===== src/sv/cau_pkg.sv =====
`default_nettype none
package cau_pkg;

    localparam int WORD_BITS_DEF = 32;
    localparam int FRAC_BITS_DEF = 16;

    typedef enum logic [2:0] {
        OP_ADD = 3'd0,
        OP_SUB = 3'd1,
        OP_MUL = 3'd2,
        OP_DIV = 3'd3,
        OP_CMP = 3'd4
    } op_t;

    // Control flags that travel alongside each word down the pipeline.
    typedef struct packed {
        logic valid;
        op_t  op;
        logic is_eq;
        logic dz;
        logic a_r_neg;
        logic a_i_neg;
        logic n_r_neg;
        logic n_i_neg;
    } ctrl_t;

endpackage
`default_nettype wire


===== src/sv/cau_div_stage.sv =====
`default_nettype none
module cau_div_stage #(
    parameter int WORD_BITS = cau_pkg::WORD_BITS_DEF,
    parameter int FRAC_BITS = cau_pkg::FRAC_BITS_DEF
) (
    input  logic                                       clk,
    input  logic                                       rst_n,
    input  cau_pkg::ctrl_t                             in_ctrl,
    input  logic [2*WORD_BITS-1:0]                     in_den,
    input  logic signed [2*WORD_BITS-FRAC_BITS:0]      in_val_r,
    input  logic signed [2*WORD_BITS-FRAC_BITS:0]      in_val_i,
    input  logic [1:0][2*WORD_BITS-1:0]                in_rem,
    input  logic [1:0][2*WORD_BITS+FRAC_BITS:0]        in_dvd,
    input  logic [1:0][WORD_BITS:0]                    in_q,
    input  logic [1:0]                                 in_sticky,
    output cau_pkg::ctrl_t                             out_ctrl,
    output logic [2*WORD_BITS-1:0]                     out_den,
    output logic signed [2*WORD_BITS-FRAC_BITS:0]      out_val_r,
    output logic signed [2*WORD_BITS-FRAC_BITS:0]      out_val_i,
    output logic [1:0][2*WORD_BITS-1:0]                out_rem,
    output logic [1:0][2*WORD_BITS+FRAC_BITS:0]        out_dvd,
    output logic [1:0][WORD_BITS:0]                    out_q,
    output logic [1:0]                                 out_sticky
);

    localparam int PROD_BITS = 2 * WORD_BITS;
    localparam int DVD_BITS  = 2 * WORD_BITS + FRAC_BITS + 1;
    localparam int VAL_BITS  = 2 * WORD_BITS - FRAC_BITS + 1;

    cau_pkg::ctrl_t              ctrl_reg;
    logic [PROD_BITS-1:0]        den_reg;
    logic signed [VAL_BITS-1:0]  val_r_reg, val_i_reg;
    logic [1:0][PROD_BITS-1:0]   rem_reg, rem_next;
    logic [1:0][DVD_BITS-1:0]    dvd_reg, dvd_next;
    logic [1:0][WORD_BITS:0]     q_reg, q_next;
    logic [1:0]                  sticky_reg, sticky_next;

    // One restoring-division step per lane: bring down a dividend bit,
    // subtract the divisor when it fits, shift the quotient bit in.
    for (genvar l = 0; l < 2; l++)
    begin : g_lane
        logic [PROD_BITS:0] trial;
        logic [PROD_BITS:0] diff;
        logic               fits;

        always_comb
        begin
            trial          = {in_rem[l], in_dvd[l][DVD_BITS-1]};
            diff           = trial - {1'b0, in_den};
            fits           = (trial >= {1'b0, in_den});
            rem_next[l]    = fits ? diff[PROD_BITS-1:0] : trial[PROD_BITS-1:0];
            dvd_next[l]    = {in_dvd[l][DVD_BITS-2:0], 1'b0};
            q_next[l]      = {in_q[l][WORD_BITS-1:0], fits};
            // Any quotient bit pushed past the kept window means saturation.
            sticky_next[l] = in_sticky[l] | in_q[l][WORD_BITS];
        end
    end

    always_ff @(posedge clk or negedge rst_n)
    begin
        if (!rst_n)
        begin
            ctrl_reg <= '0;
        end
        else
        begin
            ctrl_reg <= in_ctrl;
        end
    end

    always_ff @(posedge clk)
    begin
        den_reg    <= in_den;
        val_r_reg  <= in_val_r;
        val_i_reg  <= in_val_i;
        rem_reg    <= rem_next;
        dvd_reg    <= dvd_next;
        q_reg      <= q_next;
        sticky_reg <= sticky_next;
    end

    assign out_ctrl   = ctrl_reg;
    assign out_den    = den_reg;
    assign out_val_r  = val_r_reg;
    assign out_val_i  = val_i_reg;
    assign out_rem    = rem_reg;
    assign out_dvd    = dvd_reg;
    assign out_q      = q_reg;
    assign out_sticky = sticky_reg;

endmodule
`default_nettype wire


===== config.mk =====
export PLATFORM = sky130hd
export DESIGN_NAME = cau_div_stage
export DESIGN_NICKNAME = d
export VERILOG_FILES = /design/src/sv/cau_pkg.sv /design/src/sv/cau_div_stage.sv
export SDC_FILE = /design/constraint.sdc
export NUM_CORES = 1
export LEC_CHECK = 0
export ABC_AREA = 1
export BUFFER_PORTS_ARGS = -buffer_cell sky130_fd_sc_hd__clkbuf_2
export CORE_AREA = 8 8 408 410
export CTS_CLUSTER_SIZE = 24
export DETAILED_ROUTE_END_ITERATION = 16
export DIE_AREA = 0 0 416 418
export HOLD_SLACK_MARGIN = 0.03
export PLACE_DENSITY = 0.4
export SLEW_MARGIN = 20
export SYNTH_ARGS = -nofsm -noshare
export SYNTH_HDL_FRONTEND = slang
export SYNTH_SLANG_ARGS = --single-unit

===== constraint.sdc =====
create_clock -name clk -period 0.8 [get_ports clk]
set_clock_uncertainty 0.1 [all_clocks]
set_input_delay 0.04 -clock clk [delete_from_list [all_inputs] [get_ports clk]]
set_output_delay 0.04 -clock clk [all_outputs]
set_load 0.05 [all_outputs]

After elaboration in Yosys (flattened, before gate mapping) --
Cells that the tools add are included.
Storage, ports and cells: bits in registers 528, bits in latches 0, RAM bits 0, ROM bits 0, logic and storage cells 26, memories kept 0
Operators by class: add/sub/neg operators 2, $mul 0, divide/modulo/power cells 0, $lt $le $gt $ge 2, eq/ne operators 0, shift-type cells 0, mux-type cells 2, bitwise operators 2, reductions and logical operators 0
Operators with widths (number):
- $ge A65 B64 Y1 | 2
- $mux W64 | 2
- $sub A64 B64 Y64 | 2
- $or A1 B1 Y1 | 2

Depth between registers and ports, before layout --
depth in word-level cells 2, mapped depth 19, mapped depth without buffers 16

Worst setup path after synthesis --
Ideal clock, no wire load.
path kind in2reg, start input in_den[60], end register rem_reg, in the netlist out_rem[3], library setup time 0.113 ns, data arrival time 1.627 ns, required time 0.587 ns, setup slack -1.039 ns, stages 12, path buffers 2, path through inv_1 -> ha_1 -> a21o_1 -> o21bai_1 -> a21oi_1 -> nand3_2 -> nor2_4 -> nand2_4 -> buf_8 -> buf_12 -> nand2_2 -> nand2_1
RTL lines:
- start, declared | RTL line cau_div_stage.sv:9 | input logic [2*WORD_BITS-1:0] in_den,
- end signal, assigned | RTL line cau_div_stage.sv:76 | rem_reg <= rem_next;
- end, declared | RTL line cau_div_stage.sv:33 | logic [1:0][PROD_BITS-1:0] rem_reg, rem_next;

==> flow_summary.ini <==
[status]
violations = negative hold slack, negative setup slack
outcome = finished, violations left

[die]
chipHeight_um = 418
die_x_um = 416
core_area_mm2 = 0.160
start_util_pct = 15.6
rows = 147
die_area_mm2 = 0.174
ios = 1062

[synthesis]
synthSimpleGateAreaFrac_pct = 34.0
synth_top_area_cell = dfxtp_1
async_flop_share_pct = 1.89
post-synth-top-count-cell = nand2_1
synthesis.area_mm2 = 0.0249
ys_seq_area_share_pct = 42.7
synth_top_family_by_area = simple AND/OR/NAND/NOR gates
ys_warn_count = 0
synth_area_leaders = dfxtp_1, nand2_1, inv_1
synthMuxAreaShare_pct = 0
synth-adder-area-share_pct = 6.61
synthTopCellsByCount = nand2_1, inv_1, dfxtp_1
synth_edf_count = 0
synth_compound_area_share_pct = 2.44
synth_seq_cells = 528
synth.distinct_cells = 39
synth_cells = 3600
yosys.area_share.xor_xnor_pct = 2.19
post_synth.cell_area_avg_um2 = 6.90
synth_top_area_share_pct = 41.7
ys.flop_type = dfxtp_1

[clocking]
htreeDepth = 3
cts_root_buffer = clkbuf_16
numCtsBuffers = 71
cts.sinks = 528
clk_pin_slew_ns = 0.05
tritoncts = built
clockBufferDepth = 3

[power_and_ir_drop]
power_density_mw_per_mm2 = 1870
p_total_uw = 109000
p_leak_uw = 0.0292
peakVddDrop_mv = 1.62

[global_route]
antenna_found_initial = 78
grt_pass1_vias = 32200
grtUsageTotal_pct = 23.6
grt_max_degree = 50
grt_overflow = 0
grt_pass1_wl_um = 282000

[sta]
drv_slew = 0
fin_crit_sh_pct = 214
timing.final.ws_setup_ns = -0.915
worstMarginPinSlew_ns = 0.532
holdWs_ns = -0.631
slew_headroom_pct = 64.4
hold_viol = 122
fmax_mhz = 583
rsz0062_at_grt = true
setup_viol = 750
period_minus_slack_ns = 1.71
setup-tns-final_ns = -415.19

[detailed_routing]
post-route-drc-count = 0
drtIter0Drc = 1845
dr.pass1.iters = 5
viasPerCell = 3.91
ant_nets = 0
drt-total-wl_um = 217000
via_count = 32400
wl_per_cell_um = 26.1

[final_layout]
syn_to_final_growth_pct = 135
nFillCells = 16500
drive_gt1_share_pct = 41.2
layout.nets = 6793

[setup_path]
max_stage_delay_ns = 0.36
startpoint_type = input port
cp_num_buf_inv = 5
worstPathArrival_ns = 2.18
crit_type = in -> reg
cpMostUsedCell = nor2_4
worstPathRequired_ns = 1.26
cp-end-kind = flip-flop
cp_slowest_cell = ha_4
cp_top_family = simple AND/OR/NAND/NOR gates
path_depth = 16
crit_chain = clkbuf_2, clkinvlp_4, ha_4, nand2_2, nor2_4, inv_1, nor2_4, nand2_2, nor2_4, nand2_1, nand3_2, nor2_4, buf_4, buf_12, nand3_1, nand2_1
path_max_fanout = 16

[place]
portBuffers = 1059
gp_congestion = 0.978
dp_hpwl_um = 188000
dp_slack_ns = -1.91

[min_path]
holdCritPathClass = in -> reg
holdPathStages = 1

[flow_run]
maxCapViolations = 0
-- layer usage --
metal | GRT usage [%] | wire length, um | up-vias
met2 | 44.5 | 113000 | 1014
met4 | 7.18 | 8420 | 26
met3 | 4.58 | 10600 | 270
li1 | - | - | 15900
met1 | 26.6 | 84800 | 15200
met5 | 0 | 161 | -
-- registers in the layout (all words and copies together) (netlist names) --
signal	flops
out_q	66
out_dvd	160
out_den	64
out_ctrl	10
out_rem	128
out_val_i	49
out_sticky	2
out_val_r	49
-- final timing paths --
kind | from | end
setup / recovery | in_den[41] | out_rem[59]
hold / removal | in_den[3] | out_den[3]
max in group asynchronous | rst_n | out_ctrl[3]
min in group asynchronous | rst_n | out_ctrl[1]
-- placed cells by master, fill, tap and decap left out, drive strengths merged --
cell type / netlist / final
nand2: 1397 / 1398
buf: 25 / 1142
dlygate4sd3: 0 / 742
clkbuf: 16 / 708
inv: 720 / 692
dfxtp: 518 / 518
nand3: 289 / 289
nor2: 228 / 228
ha: 128 / 128
a21oi: 90 / 90
xor2: 60 / 60
clkinvlp: 0 / 34
nand3b: 34 / 34
diode: 0 / 24
clkinv: 2 / 18
nor3: 17 / 17
o21ai: 16 / 16
nand4: 13 / 13
dfrtp: 10 / 10
nor4: 9 / 9
bufinv: 0 / 8
and3: 6 / 6
o21bai: 5 / 5
or2: 4 / 4
and2: 4 / 4
a21o: 2 / 2
a21boi: 2 / 2
xnor2: 2 / 2
fa: 2 / 2
conb: 1 / 2
-- power by group --
group | internal (uW) | switching, uW
sequential | 28800 | 2080
clock | 20100 | 14000
combinational | 20100 | 24100
total | 69000 | 40200
-- through the flow --
stage	instance area (um2)	utilization [%]	std cells
6_report	58300	36.5	8293
5_1_grt	58300	36.5	8281
4_1_cts	55800	35.0	8204
3_5_place_dp	45200	28.3	7356
3_3_place_gp	45200	28.3	7356
2_1_floorplan	25600	-	3601
-- cell type report --
| type | instances | area [um2] | share of cell area [%] |
|---|---|---|---|
| inverter | 722 | 2830 | 4.85 |
| clock inverter | 30 | 474 | 0.813 |
| antenna | 24 | 60.1 | 0.103 |
| tap | 2086 | 2610 | 4.48 |
| timing repair buffer | 2497 | 25700 | 44.0 |
| clock buffer | 95 | 1970 | 3.38 |
| multi-input combinational | 2311 | 14000 | 24.0 |
| sequential | 528 | 10700 | 18.3 |
-- what timing repair did --
action,CTS,global route
endpoints found under the setup margin,658,704
endpoints found under the hold margin,536,176
hold buffers,707,35
pin swaps,16,100
resized for setup,191,473
cloned,2,8
buffers inserted,14,23
-- kinds of logic after synthesis --
family / Yosys count
AND/OR/NAND/NOR: 2001
flip-flops: 528
AO/OA/AOI/OAI: 115
other: 1
buffers and inverters: 763
adder cells (fa/ha/maj): 130
XOR/XNOR: 62
Note: power is estimated with default switching activity, not from simulation.
