==> config.mk <==
export PLATFORM = sky130hd
export DESIGN_NAME = cau_out_stage
export DESIGN_NICKNAME = d
export VERILOG_FILES = /design/src/sv/cau_pkg.sv /design/src/sv/cau_out_stage.sv
export SDC_FILE = /design/constraint.sdc
export NUM_CORES = 1
export LEC_CHECK = 0
export ABC_CLOCK_PERIOD_IN_PS = 800
export BUFFER_PORTS_ARGS = -buffer_cell sky130_fd_sc_hd__buf_2
export CAP_MARGIN = 5
export CORE_MARGIN = 5
export CORE_UTILIZATION = 40
export CTS_BUF_LIST = sky130_fd_sc_hd__clkbuf_8
export CTS_CLUSTER_DIAMETER = 80
export DETAILED_ROUTE_END_ITERATION = 10
export PLACE_DENSITY = 0.73
export SYNTH_ARGS = -nofsm -noshare
export SYNTH_HDL_FRONTEND = slang
export SYNTH_SLANG_ARGS = --single-unit
==> constraint.sdc <==
create_clock -name clk -period 0.8 [get_ports clk]
set_clock_uncertainty 0.15 [all_clocks]
set_input_delay 0.16 -clock clk [delete_from_list [all_inputs] [get_ports clk]]
set_output_delay 0.16 -clock clk [all_outputs]
set_load 0.02 [all_outputs]
==> src/sv/cau_pkg.sv <==
`default_nettype none
package cau_pkg;

    localparam int WORD_BITS_DEF = 32;
    localparam int FRAC_BITS_DEF = 16;

    typedef enum logic [2:0] {
        OP_ADD = 3'd0,
        OP_SUB = 3'd1,
        OP_MUL = 3'd2,
        OP_DIV = 3'd3,
        OP_CMP = 3'd4
    } op_t;

    // Control flags that travel alongside each word down the pipeline.
    typedef struct packed {
        logic valid;
        op_t  op;
        logic is_eq;
        logic dz;
        logic a_r_neg;
        logic a_i_neg;
        logic n_r_neg;
        logic n_i_neg;
    } ctrl_t;

endpackage
`default_nettype wire

==> src/sv/cau_out_stage.sv <==
`default_nettype none
module cau_out_stage #(
    parameter int WORD_BITS = cau_pkg::WORD_BITS_DEF,
    parameter int FRAC_BITS = cau_pkg::FRAC_BITS_DEF
) (
    input  logic                                  clk,
    input  logic                                  rst_n,
    input  cau_pkg::ctrl_t                        in_ctrl,
    input  logic signed [2*WORD_BITS-FRAC_BITS:0] in_val_r,
    input  logic signed [2*WORD_BITS-FRAC_BITS:0] in_val_i,
    input  logic [1:0][WORD_BITS:0]               in_q,
    input  logic [1:0]                            in_sticky,
    output logic                                  done,
    output logic signed [WORD_BITS-1:0]           res_real,
    output logic signed [WORD_BITS-1:0]           res_imag,
    output logic                                  is_equal,
    output logic                                  divide_by_zero,
    output logic                                  overflowed
);

    localparam int VAL_BITS = 2 * WORD_BITS - FRAC_BITS + 1;
    localparam logic [WORD_BITS-1:0] SAT_MAX = {1'b0, {(WORD_BITS-1){1'b1}}};
    localparam logic [WORD_BITS-1:0] SAT_MIN = ~SAT_MAX;

    logic [1:0][WORD_BITS-1:0] lin_res, div_res, zero_res;
    logic [1:0]                lin_ovf, div_ovf;

    logic                 done_reg, done_next;
    logic [WORD_BITS-1:0] res_real_reg, res_real_next, res_imag_reg, res_imag_next;
    logic                 eq_reg, eq_next, dz_reg, dz_next, ovf_reg, ovf_next;

    for (genvar l = 0; l < 2; l++)
    begin : g_lane
        logic [VAL_BITS-1:0]         val;
        logic [VAL_BITS-WORD_BITS:0] top_bits;
        logic [WORD_BITS-1:0]        q_low;
        logic                        q_neg;
        logic                        q_big;

        always_comb
        begin
            val      = (l == 0) ? in_val_r : in_val_i;
            // The value fits when every bit from the word's sign bit up agrees.
            top_bits = val[VAL_BITS-1:WORD_BITS-1];
            lin_ovf[l] = !((&top_bits) || (~|top_bits));
            lin_res[l] = lin_ovf[l] ? (val[VAL_BITS-1] ? SAT_MIN : SAT_MAX)
                                    : val[WORD_BITS-1:0];

            q_low = in_q[l][WORD_BITS-1:0];
            q_neg = (l == 0) ? in_ctrl.n_r_neg : in_ctrl.n_i_neg;
            q_big = in_sticky[l] | in_q[l][WORD_BITS];
            div_ovf[l] = q_big || (q_neg ? (q_low[WORD_BITS-1] && (|q_low[WORD_BITS-2:0]))
                                         : q_low[WORD_BITS-1]);
            div_res[l] = div_ovf[l] ? (q_neg ? SAT_MIN : SAT_MAX)
                                    : (q_neg ? (~q_low + 1'b1) : q_low);

            zero_res[l] = ((l == 0) ? in_ctrl.a_r_neg : in_ctrl.a_i_neg) ? SAT_MIN : SAT_MAX;
        end
    end

    always_comb
    begin
        done_next     = in_ctrl.valid;
        res_real_next = '0;
        res_imag_next = '0;
        eq_next       = 1'b0;
        dz_next       = 1'b0;
        ovf_next      = 1'b0;
        case (in_ctrl.op)
            cau_pkg::OP_ADD, cau_pkg::OP_SUB, cau_pkg::OP_MUL:
            begin
                res_real_next = lin_res[0];
                res_imag_next = lin_res[1];
                ovf_next      = |lin_ovf;
            end
            cau_pkg::OP_DIV:
            begin
                if (in_ctrl.dz)
                begin
                    res_real_next = zero_res[0];
                    res_imag_next = zero_res[1];
                    dz_next       = 1'b1;
                end
                else
                begin
                    res_real_next = div_res[0];
                    res_imag_next = div_res[1];
                    ovf_next      = |div_ovf;
                end
            end
            cau_pkg::OP_CMP:
            begin
                eq_next = in_ctrl.is_eq;
            end
            default:
            begin
                eq_next = 1'b0;
            end
        endcase
    end

    always_ff @(posedge clk or negedge rst_n)
    begin
        if (!rst_n)
        begin
            done_reg <= 1'b0;
        end
        else
        begin
            done_reg <= done_next;
        end
    end

    always_ff @(posedge clk)
    begin
        res_real_reg <= res_real_next;
        res_imag_reg <= res_imag_next;
        eq_reg       <= eq_next;
        dz_reg       <= dz_next;
        ovf_reg      <= ovf_next;
    end

    assign done           = done_reg;
    assign res_real       = res_real_reg;
    assign res_imag       = res_imag_reg;
    assign is_equal       = eq_reg;
    assign divide_by_zero = dz_reg;
    assign overflowed     = ovf_reg;

endmodule
`default_nettype wire

-- Word-level counts from Yosys, hierarchy flattened
Cells that the tools add are included.
- register bits: 68
- input port bits: 178
- output and inout port bits: 68
- logic and storage cells: 57
- add/sub/neg operators: 2
- equal/unequal tests: 4
- multiplexer cells: 21
- bitwise operators: 4
- reduce and logical (&&, ||, !) cells: 20
- operator list (cell ; number):
    32-bit 2-to-1 mux ; 14
    32-bit one-hot mux with 2 select lines ; 2
    32-bit by 1-bit adder with 32-bit output (second input constant) ; 2
    32-bit inverter ; 2
    31-bit OR reduction ; 2
    18-bit AND reduction ; 2
    18-bit OR reduction ; 2
    3-bit by 2-bit equality test with 1-bit output (second input constant) ; 2
    1-bit zero test ; 4
    1-bit logical OR ; 4
    1-bit 2-to-1 mux ; 4
    2-bit OR reduction ; 2
    3-bit by 1-bit equality test with 1-bit output (second input constant) ; 1
    3-bit equality test (second input constant) ; 1
    3-bit zero test ; 1
    3-bit OR reduction ; 1
    1-bit logical AND ; 2
    1-bit OR ; 2
    1-bit one-hot mux with 2 select lines ; 1

-- Depth between registers and ports, before layout
- depth in word-level cells: 7
- gate-level depth with buffers: 10
- depth with buffers taken out: 8

-- Least setup slack after synthesis
Ideal clock, no wire load.
- kind: input -> register
- start: input port in_q[33] (netlist bit)
- end: register res_imag_reg[18], in the netlist res_imag[18]
- setup time: 122 ps
- arrival: 2139 ps
- required time: 528 ps
- slack: -1611 ps
- stages: 9
- buffers on the path: 1
- cell sequence: inv_1 > ha_1 > or4b_1 > or3_1 > clkbuf_1 > o41ai_2 > xor2_1 > nand2_1 > a221o_1
- word-level cells in the longest chain between the ends: 7
- ends and longest elaborated chain (what ; RTL line ; source):
    start: declaration ; cau_out_stage.sv:11 ; input logic [1:0][WORD_BITS:0] in_q,
    branches (longest 4 deep; another with 32-bit by 1-bit adder with 32-bit output) ; -- ;
    32-bit 2-to-1 mux * ; cau_out_stage.sv:54 ; div_res[l] = div_ovf[l] ? (q_neg ? SAT_MIN : SAT_MAX)
    32-bit 2-to-1 mux * ; cau_out_stage.sv:78 ; if (in_ctrl.dz)
    32-bit one-hot mux with 2 select lines * ; cau_out_stage.sv:69 ; case (in_ctrl.op)
    via res_imag_next[18] ; cau_out_stage.sv:29 ; logic [WORD_BITS-1:0] res_real_reg, res_real_next, res_imag_reg, res_imag_next;
    end signal: assignment ; cau_out_stage.sv:117 ; res_imag_reg <= res_imag_next;
    end: declaration ; cau_out_stage.sv:29 ;
Mark *: on every way through the listed nets, which the timed path passes.
A chain may end at the register's enable or synchronous reset.

-- Final worst setup path
Ends and elaborated chain as after synthesis.

==> reports/results.txt <==
The run finished, with violations left. The final reports fail on negative hold slack, negative setup slack. The clock net sink count is 68. The commonest cells after synthesis are dfxtp_1, nor2_1, xnor2_1. The critical path capture point type is a flop. Setup repair after global routing could not meet its margin everywhere. In this run the most critical hold path is launched from in_val_i[5]. The transition at the pin with the smallest max-transition slack came out at 0.866 ns. No sink is reached through more buffers than the 2 on the longest clock path. The internal portion of the total power is 6.76 mW. Logic depth of the worst setup path including buffers: 9. The number of hold-slack violations in the final timing report is 56, and the number of antenna violations at the first check in global routing is 0.

In this run, flip-flops and latches consume 38.3% of the power. In this run, synthesis inferred 0 flip-flops with an integrated enable. The layout-stage area growth over the synthesis result is 88.9%. The initial DRC count was 573; the total of flip-flops plus latches after synthesis was 68. After the last flow step, the layout net total stands at 1105. Routability-driven placement finished with a final weighted congestion of 0.937. The tool flagged a number of max-cap violations equal to 0. The core region is 0.0109 mm^2. In this run the cell area of the synthesized design comes to 0.00448 mm^2. The number of CTS-inserted buffers was 9. The net switching power of the design is 3.31 mW, and the total iterations of the first detailed-routing run is 6.

The run gives 718 as the net count of the mapped netlist. The worst setup path category is input pin to flop. Data on the critical path arrives at its endpoint at 2.32 ns.

The largest single stage delay on the critical path is 0.49 ns. In this run, the combinational gates consume 35.1% of the power. The proportion of synthesized chip area in sequential cells was 30.5%; the clock transition at the registers of the reported paths was 0.07 ns. For the critical path required time, the log shows 0.91 ns. In this run the worst path has a maximum fanout of 6. The worst-case IR drop observed on VDD is 868 uV.

The wire length of the first global-routing pass was 31.7 mm; the detailed-route vias per instance was 5.96. The tools report the count of distinct cell types in the synthesized netlist as 66. The die is 116 um wide. The number of cells traversed by the worst hold path is 2, and the post-synthesis cell count is 538. The die is 116 um tall. Of the available clock period, the critical path in the final layout requires 276%.

Dividing the detail-routed wire length by the instance count gives 20.6 um. The run gives -105.80 ns as the total negative slack for setup checks. For this design, the slowest cell found on the critical path is or4b_4.

Among all flip-flop cells after synthesis, the most frequent one is dfxtp_1. After clock tree synthesis, the flow added hold-fix buffers numbering 3. After filler insertion, the fill cell instance count of the layout stands at 697. The logs give 0 for the number of pins exceeding their max-slew limit in the final report and 41.1% for the initial cell density of the core. The detail route stage leaves a number of antenna-violating nets equal to 0. In this run, placement finished with an instance count of 1033. Yosys printed 0 warnings. The worst hold path belongs to the class input pin to flop. The logs give 22.1 mm for the aggregate routed wire length and 6379 for the number of vias after detailed routing.

The run gives 3 as the count of H-tree levels built during CTS. The worst hold slack was -0.149 ns. The logs give -1.41 ns for the setup slack after layout and 77.7% for the final cell utilization of the core. dfxtp_1 takes more of the synthesized area than any other cell. Summed over all layers, the global routing overflow is 0.

TritonCTS built the clock tree. The leakage power is 3.77 nW, and the number of top-level pins is 246. In this run the clock root is driven by a clkbuf_8.

After synthesis, the share of flip-flops with an asynchronous set or reset is 1.47%. In this run the core area contains 38 standard-cell rows. The kind of cell with the highest combined delay on the critical path was simple AND/OR/NAND/NOR gates.

The number of buffers and inverters on the critical path is 2. Among all cell types in the netlist, the one instantiated most often is dfxtp_1. The number of buffers added on ports is 245, and the shortest clock period the worst path allows after layout is 2.21 ns.

The highest achievable clock rate is 453 MHz, and the share of layout cells above drive strength 1 is 63.0%. Walking the worst path, the cells encountered are buf_12, inv_12, ha_4, or4b_4, or3_4, o41ai_4, xor2_1, nand2_1, a221o_1. The switching share of power works out to 32.9%.

The logs give 41.5% for the relative max-transition margin and 31 for the pin count of the biggest net entering global routing. The logs give 30.0% for the combined global-route utilization of all metal layers and 0 for the final routed DRC violation total. The top cell type by area accounts for 30.0% of the synthesized area.

The clock group share of total power was 26.6%; the number of non-filler instances in the completed layout was 1070. Setup violations remaining at the end of the flow were counted as 133. By area the synthesized netlist is led by dfxtp_1, a221o_1, xnor2_1.

The floorplan step defined a die boundary enclosing 0.0134 mm^2. The tools report the detailed placement HPWL as 14.8 mm. STA classifies the critical path startpoint as an input pin. The cell area power density was 1190 mW/mm^2. The most critical setup path has its startpoint at in_q[33]. In this run the mean area of a mapped cell was 8.32 um^2. For the via count of the first global-routing pass, the log shows 6434.
==> per-stage QoR <==
step / hold WS, ns / power, mW / setup slack, ns / instance area (um^2)
2_1_floorplan: -0.286 / 5.11 / -1.53 / 4710
4_1_cts: -0.168 / 9.88 / -1.33 / 8150
3_3_place_gp: -0.216 / 6.61 / -1.84 / 7050
5_1_grt: -0.158 / 10.5 / -1.45 / 8460
6_report: -0.149 / 10.1 / -1.41 / 8460
3_5_place_dp: -0.214 / 6.67 / -1.88 / 7050
==> layer usage <==
layer | up-vias | track usage (%) | wire [um]
met3 | 85 | 7.05 | 2040
met1 | 3044 | 32.7 | 7790
met5 | - | 0 | 0
met2 | 407 | 55.2 | 11400
li1 | 2843 | - | -
met4 | 0 | 13.0 | 883
==> final cells by class <==
class                   instances  area [um^2]  share of cell area (%)
diodes                          1         2.50                  0.0296
clock buffers                  11          151                    1.79
clock inverters                 4         17.5                   0.207
inverters                      11         58.8                   0.695
multi-input cells             426         3510                    41.5
flip-flops and latches         68         1450                    17.1
well taps                     140          175                    2.07
repair buffers                409         3090                    36.5
==> kinds of logic (layout without fill, tap and decap cells) <==
group | after synthesis | count (layout) | synth area share (%)
muxes | 2 | 2 | 0.475
adders and majority gates | 2 | 2 | 0.559
AOI/OAI and AO/OA | 182 | 182 | 31.1
and+or+nand+nor | 183 | 184 | 21.9
buffers and inverters | 45 | 435 | 4.50
other | 0 | 1 | 0
xor gates and xnor gates | 56 | 56 | 11.0
DFF | 68 | 68 | 30.5
==> power groups by stage <==
stage | sequential [mW] | combinational, mW | clock, mW
floorplan | 4.15 | 0.957 | 0
global placement | 3.80 | 2.81 | 0
detailed placement | 3.80 | 2.87 | 0
CTS | 3.85 | 3.33 | 2.70
global route | 3.88 | 3.71 | 2.87
finish | 3.86 | 3.54 | 2.68
==> cell usage in the layout, fill, tap and decap left out, drive strengths merged, types with 13 or more instances in the layout <==
cell     netlist  final
a21oi         24     24
nand2         36     36
buf           10    406
nor3          22     22
xnor2         41     41
a221o         40     40
dfxtp         67     67
o21ai         46     46
o31ai         14     14
a2bb2oi       13     13
or4           14     14
xor2          15     15
nor2          46     46
==> what timing repair did <==
action                                 in CTS  in global routing
pin swaps                                  35                 38
resized for setup                         264                 50
buffers inserted                           11                  9
endpoints found under the hold margin      63                 58
setup endpoints to repair                 133                134
gates cloned                                0                  1
==> worst paths after layout <==
| check | endpoint | slack, ns |
|---|---|---|
| setup / recovery | res_imag[18]$_DFF_P_ | -1.41 |
| min in group asynchronous | done$_DFF_PN0_ | -0.05 |
| max in group asynchronous | done$_DFF_PN0_ | 0.47 |
| hold / removal | res_imag[5]$_DFF_P_ | -0.15 |
Power figures use the tool's default switching activity.
